<file path="src/rtl/dq_pkg.sv">
// Shared types, operation codes and status codes for the double-ended queue.
package dq_pkg;

  // Field widths fixed by the item format.
  localparam int DATA_W = 32;
  localparam int OP_W   = 2;
  localparam int ST_W   = 2;

  // Default ring capacity in words.
  localparam int DEPTH_DEFAULT = 16;

  typedef logic        [OP_W-1:0]   op_t;
  typedef logic signed [DATA_W-1:0] word_t;
  typedef logic        [ST_W-1:0]   status_t;

  // Operation codes.
  localparam op_t OP_PUSH_BACK  = 2'd0;
  localparam op_t OP_PUSH_FRONT = 2'd1;
  localparam op_t OP_POP_BACK   = 2'd2;
  localparam op_t OP_POP_FRONT  = 2'd3;

  // Status codes.
  localparam status_t ST_OK    = 2'd0;
  localparam status_t ST_EMPTY = 2'd1;
  localparam status_t ST_FULL  = 2'd2;

  // Word returned by a pop on an empty queue.
  localparam word_t EMPTY_VALUE = '1;

endpackage

</file>
<file path="src/rtl/dq_if.sv">
// Valid/ready channel interfaces for operation items and result items.
interface dq_in_if;
  import dq_pkg::*;

  logic  valid;
  logic  ready;
  op_t   op;
  word_t push_value;

  modport source (output valid, output op, output push_value, input ready);
  modport sink   (input valid, input op, input push_value, output ready);
endinterface

interface dq_out_if;
  import dq_pkg::*;

  logic    valid;
  logic    ready;
  word_t   pop_value;
  status_t status;

  modport source (output valid, output pop_value, output status, input ready);
  modport sink   (input valid, input pop_value, input status, output ready);
endinterface

</file>
<file path="src/rtl/double_ended_queue_ring.sv">
// Double-ended queue of signed 32-bit words held in a ring memory.
//
//   Channel | Direction | Payload                      | Handshake
//   --------+-----------+------------------------------+------------
//   in_ch   | input     | op, push_value               | valid/ready
//   out_ch  | output    | pop_value, status            | valid/ready
//
// The result of a push, a rejected push or a pop on an empty queue is registered
// in the cycle after the item is taken. A pop that reads the ring passes through
// the registered memory read port (rd_data_r) and then into the result register.
// A new item is taken when the block is idle and the result register is empty
// or is being emptied in the same cycle; a stalled result holds off input.
// Reset (synchronous, active low) empties the queue but leaves the ring memory as is.
module double_ended_queue_ring #(
  parameter int DEPTH = dq_pkg::DEPTH_DEFAULT
) (
  input logic     clk,
  input logic     rst_n,
  dq_in_if.sink   in_ch,
  dq_out_if.source out_ch
);
  import dq_pkg::*;

  localparam int IDX_W = (DEPTH > 1) ? $clog2(DEPTH) : 1;
  localparam int CNT_W = $clog2(DEPTH + 1);
  localparam logic [IDX_W-1:0] LAST_IDX = IDX_W'(DEPTH - 1);
  localparam logic [CNT_W-1:0] FULL_CNT = CNT_W'(DEPTH);

  // Sequencer states.
  localparam logic S_IDLE = 1'b0;
  localparam logic S_READ = 1'b1;

  // Ring memory.
  word_t mem [DEPTH];

  logic             state_r, state_nxt;
  logic [IDX_W-1:0] front_r, front_nxt;
  logic [IDX_W-1:0] back_r, back_nxt;
  logic [CNT_W-1:0] count_r, count_nxt;
  logic             out_valid_r, out_valid_nxt;
  word_t            out_value_r, out_value_nxt;
  status_t          out_status_r, out_status_nxt;
  word_t            rd_data_r;

  logic             accept;
  logic             wr_en, rd_en;
  logic [IDX_W-1:0] wr_addr, rd_addr;

  function automatic logic [IDX_W-1:0] idx_inc(input logic [IDX_W-1:0] i);
    return (i == LAST_IDX) ? '0 : i + 1'b1;
  endfunction

  function automatic logic [IDX_W-1:0] idx_dec(input logic [IDX_W-1:0] i);
    return (i == '0) ? LAST_IDX : i - 1'b1;
  endfunction

  // Input is taken when idle and the result register has room at this edge.
  assign in_ch.ready = (state_r == S_IDLE) && (!out_valid_r || out_ch.ready);
  assign accept      = in_ch.valid && in_ch.ready;

  assign out_ch.valid     = out_valid_r;
  assign out_ch.pop_value = out_value_r;
  assign out_ch.status    = out_status_r;

  // Decode the operation: pointer updates, memory access and result.
  always_comb begin
    state_nxt      = state_r;
    front_nxt      = front_r;
    back_nxt       = back_r;
    count_nxt      = count_r;
    out_valid_nxt  = out_valid_r && !out_ch.ready;
    out_value_nxt  = out_value_r;
    out_status_nxt = out_status_r;
    wr_en          = 1'b0;
    rd_en          = 1'b0;
    wr_addr        = back_r;
    rd_addr        = front_r;

    if (state_r == S_READ) begin
      // The read word is ready; hand it to the result register.
      out_valid_nxt  = 1'b1;
      out_value_nxt  = rd_data_r;
      out_status_nxt = ST_OK;
      state_nxt      = S_IDLE;
    end else if (accept) begin
      out_value_nxt  = '0;
      out_status_nxt = ST_OK;
      case (in_ch.op)
        OP_PUSH_BACK, OP_PUSH_FRONT: begin
          out_valid_nxt = 1'b1;
          if (count_r == FULL_CNT) begin
            out_status_nxt = ST_FULL;
          end else if (in_ch.op == OP_PUSH_BACK) begin
            wr_en     = 1'b1;
            wr_addr   = back_r;
            back_nxt  = idx_inc(back_r);
            count_nxt = count_r + 1'b1;
          end else begin
            wr_en     = 1'b1;
            wr_addr   = idx_dec(front_r);
            front_nxt = idx_dec(front_r);
            count_nxt = count_r + 1'b1;
          end
        end
        OP_POP_BACK, OP_POP_FRONT: begin
          if (count_r == '0) begin
            out_valid_nxt  = 1'b1;
            out_value_nxt  = EMPTY_VALUE;
            out_status_nxt = ST_EMPTY;
          end else if (in_ch.op == OP_POP_BACK) begin
            rd_en     = 1'b1;
            rd_addr   = idx_dec(back_r);
            back_nxt  = idx_dec(back_r);
            count_nxt = count_r - 1'b1;
            state_nxt = S_READ;
          end else begin
            rd_en     = 1'b1;
            rd_addr   = front_r;
            front_nxt = idx_inc(front_r);
            count_nxt = count_r - 1'b1;
            state_nxt = S_READ;
          end
        end
        default: begin
          out_valid_nxt = out_valid_r && !out_ch.ready;
        end
      endcase
    end
  end

  // Memory write and registered read port.
  always_ff @(posedge clk) begin
    if (wr_en) begin
      mem[wr_addr] <= in_ch.push_value;
    end
    if (rd_en) begin
      rd_data_r <= mem[rd_addr];
    end
  end

  // Control state.
  always_ff @(posedge clk) begin
    if (!rst_n) begin
      state_r     <= S_IDLE;
      front_r     <= '0;
      back_r      <= '0;
      count_r     <= '0;
      out_valid_r <= 1'b0;
    end else begin
      state_r     <= state_nxt;
      front_r     <= front_nxt;
      back_r      <= back_nxt;
      count_r     <= count_nxt;
      out_valid_r <= out_valid_nxt;
    end
  end

  // Result payload.
  always_ff @(posedge clk) begin
    out_value_r  <= out_value_nxt;
    out_status_r <= out_status_nxt;
  end

endmodule

</file>
<file path="src/flat_wrapper.sv">
// flat-port wrapper written by rule: the top's interface ports become plain ports
module double_ended_queue_ring_flat import dq_pkg::*;
#(
  parameter int DEPTH = dq_pkg::DEPTH_DEFAULT
)
  (clk, rst_n, in_ch_valid, in_ch_op, in_ch_push_value, in_ch_ready, out_ch_valid, out_ch_pop_value, out_ch_status, out_ch_ready);
  dq_in_if in_ch_i ();
  dq_out_if out_ch_i ();
  input logic clk;
  input logic rst_n;
  input wire logic [$bits(in_ch_i.valid)-1:0] in_ch_valid;
  input wire logic [$bits(in_ch_i.op)-1:0] in_ch_op;
  input wire logic [$bits(in_ch_i.push_value)-1:0] in_ch_push_value;
  output wire logic [$bits(in_ch_i.ready)-1:0] in_ch_ready;
  output wire logic [$bits(out_ch_i.valid)-1:0] out_ch_valid;
  output wire logic [$bits(out_ch_i.pop_value)-1:0] out_ch_pop_value;
  output wire logic [$bits(out_ch_i.status)-1:0] out_ch_status;
  input wire logic [$bits(out_ch_i.ready)-1:0] out_ch_ready;
  assign in_ch_i.valid = in_ch_valid;
  assign in_ch_i.op = in_ch_op;
  assign in_ch_i.push_value = in_ch_push_value;
  assign in_ch_ready = in_ch_i.ready;
  assign out_ch_valid = out_ch_i.valid;
  assign out_ch_pop_value = out_ch_i.pop_value;
  assign out_ch_status = out_ch_i.status;
  assign out_ch_i.ready = out_ch_ready;
  double_ended_queue_ring #(.DEPTH(DEPTH)) u_core (.clk(clk), .rst_n(rst_n), .in_ch(in_ch_i), .out_ch(out_ch_i));
endmodule
</file>
<file path="config.mk">
export PLATFORM = sky130hd
export DESIGN_NAME = double_ended_queue_ring_flat
export DESIGN_NICKNAME = d
export VERILOG_FILES = /design/src/rtl/dq_pkg.sv /design/src/rtl/dq_if.sv /design/src/rtl/double_ended_queue_ring.sv /design/src/flat_wrapper.sv
export SDC_FILE = /design/constraint.sdc
export NUM_CORES = 1
export LEC_CHECK = 0
export CORE_AREA = 3 3 266 268
export CTS_CLUSTER_DIAMETER = 150
export CTS_CLUSTER_SIZE = 24
export DETAILED_ROUTE_END_ITERATION = 10
export DIE_AREA = 0 0 269 271
export DONT_BUFFER_PORTS = 1
export GPL_ROUTABILITY_DRIVEN = 1
export PLACE_DENSITY = 0.53
export SLEW_MARGIN = 40
export SYNTH_ARGS = -nofsm -noshare
export SYNTH_HDL_FRONTEND = slang
export SYNTH_SLANG_ARGS = --single-unit
</file>
<file path="constraint.sdc">
create_clock -name clk -period 13.85 [get_ports clk]
set_input_delay 0.6925 -clock clk [delete_from_list [all_inputs] [get_ports clk]]
set_output_delay 0.6925 -clock clk [all_outputs]
set_load 0.005 [all_outputs]
</file>
==> summary.md <==
| Metric | Value |
|---|---|
| DR WL met2 | `36.4 mm` |
| DR vias/cell | `approximately 6.3` |
| Pin count of the biggest net entering global routing | `89` |
| Clk slew on worst S/H paths | `roughly 0.10 ns` |
| Synth Net Count | `between 1.5k and 2k` |
| Kind of critical path | `reg2reg` |
| Net Sw Power | `roughly 1.1 mW` |
| Final setup fails | `0` |
| Wire length on met3 | `4.39 mm` |
| WHS Endpoint | `u_core.mem[10][20]` |
| Initial core utilization | `~40%` |
| Power Internal | `2.90 mW` |
| CTS buffer count | `28` |
| Detail Placement HPWL | `39.2 mm` |
| Buffers on Ports | `0` |
| Final wirelength | `72.9 mm` |
| DR WL/cell | `31.0 µm` |
| Leak | `8.74 nW` |
| # diodes | `0` |
| Final min period | `4.22 ns` |
| Synth async-reset ratio | `0%` |
| CTS resizes | `0` |
| Final period utilization | `30.4%` |
| CP delay by family, top | `simple AND/OR/NAND/NOR gates` |
| Crit. path cell count | `8` |
| DRT iter0 DRCs | `1670` |
| CTS max path bufs | `3` |
| Crit start category | `register` |
| Worst setup EP type | `register` |
| GRT Total Usage | `roughly 20%` |
| CP Cell Sequence | `nor4_4, a2111oi_4, buf_4, nand3_4, and2_2, buf_4, a211oi_1, nor4_2` |
| Die Span Y | `271 µm` |
| Area grow syn2layout | `7.26%` |
| CTS root buf | `clkbuf_16` |
| Initial antenna violation count | `2` |
| First-pass DRT Iterations | `5` |
| Clock share of power | `23.6%` |
| Dpl cells | `2309` |
| Die Area | `approximately 0.073 mm²` |
| Synth warn | `0` |
| Sequential share of the synthesized area | `64.5%` |
| CTS tree | `built` |
| Worst R2R Path Depth | `8` |
| Power Density | `about 140 mW/mm²` |
| Post-CTS Setup Bufs | `0` |
| Fmax | `~0.24 GHz` |
| Dominant synthesized flop cell | `edfxtp_1` |
| Hold Crit Class | `in2reg` |
| CP max-delay cell | `nand3_4` |
| CP max stage delay | `approximately 0.73 ns` |
| Status | `completed` |
| CTS Sinks | `593` |
| Vias in the first global route | `about 15k` |
| Avg Inst Size Synth | `approximately 19 µm²` |
| Reg power frac | `between 50% and 60%` |
| Flop2flop setup slack | `9.63 ns` |
| Most frequent cells in the layout | `edfxtp_1, mux4_2, a211oi_1` |
| HP Start | `in_ch_push_value[20]` |
| Clk_lat worst skew | `~0.61 ns` |
| DRC Markers | `0` |
| Fin nets | `1455` |
| EDFF count, synth | `576` |
| Clock Skew | `~0.012 ns` |
| Worst slew margin | `a little under half` |
| Count of cell types in the netlist | `57` |
| Fin. max-slew vios | `0` |
| Crit path buf inv count | `2` |
| Worst Path Required | `14.21 ns` |
| Grt ovf | `0` |
| Vias | `14.7k` |
| Max-Cap Viols | `0` |
| Mapped Area | `between 0.02 and 0.03 mm²` |
| Max Fanout on Critical Path | `between 50 and 60` |
| Reg-to-Reg Start | `u_core.count_r[0]` |
| Max layer used | `met4` |
| Share of post-route cells with drive strength above 1 | `27.0%` |
| FF+latch count, synth | `between 500 and 600` |
| FILL cells | `5929` |
| Wire length on met1 | `30.4 mm` |
| Hold Vio Cnt, Final | `0` |
| Detail Route Antenna Nets | `0` |
| Cell mode on critical path | `buf_4` |
| Worst EP arrival | `roughly 4.6 ns` |
| Max VDD drop | `0.0000963 V` |
| Final Non-Filler Cells | `2351` |
| Switching Fraction | `between 20 and 30%` |
| CTS H-tree depth | `1` |
| RePlAce Congestion | `0.725` |
| Combinational power share | `22.7%` |
| I/O pins | `74` |
| Commonest non-fill, non-tap cell in the layout | `edfxtp_1` |
| Core area | `0.0686 mm²` |
| Die Width | `269 µm` |
| Worst hold stages | `0` |
| Worst-Margin Slew | `just over 0.8 ns` |
| Post-CTS Hold Buffers | `0` |
| Setup TNS | `0 ns` |
| RSZ-0062 raised after global routing | `no` |
| Worst reg2reg endpoint | `u_core.rd_data_r[10]` |
| Row cnt | `96` |
| First-pass GRT wire length | `107 mm` |
| Synthesized instance count | `1455` |
-- power groups by stage --
stage               sequential (mW)  combinational (mW)  clock (mW)
global placement               2.20               0.912           0
CTS                            2.16               0.926       0.986
detailed placement             2.20               0.923           0
finish                         2.16               0.913       0.951
floorplan                      2.17               0.668           0
global route                   2.17               0.982        1.05
-- worst reg2reg max path: stages, from the launching register on --
cell       delay (ns)
dfxtp_1          0.48
nor4_4           0.13
a2111oi_4        0.35
buf_4            0.69
nand3_4          0.75
and2_2           0.69
buf_4            0.43
a211oi_1         0.37
nor4_2           0.09
-- metal layers --
layer  vias to the layer above  GRT usage (%)
li1                       6114              -
met3                        82           2.49
met4                         0           4.24
met1                      8017           28.4
met2                       506           33.8
met5                         -              0
-- cell families after synthesis --
group	Yosys count	synth area share, %
flip-flops	593	64.5
adder cells (fa/ha/maj)	8	0.393
AO/OA/AOI/OAI	271	7.37
buffers and inverters	142	2.53
XOR/XNOR	10	0.320
multiplexers	260	21.2
AND/OR/NAND/NOR	171	3.69
-- synth_stat cells, drive strengths merged, types with 16 or more instances --
master / count / area share, %
mux4: 256 / 21
clkbuf: 63 / 0.88
nand2: 16 / 0.22
a211oi: 133 / 3.7
nor4: 33 / 0.83
and3: 67 / 1.5
a21oi: 17 / 0.31
a21boi: 62 / 1.7
nor3: 19 / 0.37
buf: 66 / 1.5
dfxtp: 17 / 1.2
a21o: 35 / 0.97
edfxtp: 576 / 63
-- registers in the layout (all words and copies together) (netlist names) --
register,count
u_core.state_r,1
u_core.out_ch.status,2
u_core.out_ch.pop_value,32
u_core.mem,512
u_core.front_r,4
u_core.count_r,5
u_core.rd_data_r,32
u_core.back_r,4
u_core.out_ch.valid,1
-- stage by stage --
stage	hold WS [ns]	area (µm²)	worst slack (ns)	total power [mW]	utilization [%]
2_1_floorplan	0.448	27400	9.13	2.84	-
3_3_place_gp	0.475	28400	9.54	3.11	41.5
3_5_place_dp	0.469	28500	9.45	3.12	41.6
4_1_cts	0.134	29300	9.62	4.07	42.7
5_1_grt	0.135	29300	9.42	4.20	42.8
6_report	0.170	29300	9.63	4.02	42.8
-- worst max path at each step --
stage	start	slack, ns	to
5_1_grt	u_core.count_r[0]	9.42	u_core.rd_data_r[20]
2_1_floorplan	u_core.front_r[1]	9.13	u_core.mem[0][0]
6_report	u_core.count_r[0]	9.63	u_core.rd_data_r[10]
4_1_cts	u_core.count_r[0]	9.62	u_core.rd_data_r[10]
3_5_place_dp	out_ch_ready	9.45	u_core.rd_data_r[10]
3_3_place_gp	u_core.front_r[0]	9.54	u_core.mem[2][14]
-- final cells by class --
| cell class | instances | area [µm²] | share of cell area, % |
|---|---|---|---|
| Clock buffer | 39 | 763 | 2.60 |
| Clock inverter | 2 | 35.0 | 0.119 |
| Inverter | 13 | 48.8 | 0.166 |
| Multi-Input combinational cell | 720 | 9210 | 31.4 |
| Sequential cell | 593 | 17600 | 60.1 |
| Tap cell | 931 | 1160 | 3.97 |
| Timing Repair Buffer | 53 | 478 | 1.63 |
Note: power is estimated with default switching activity, not from simulation.
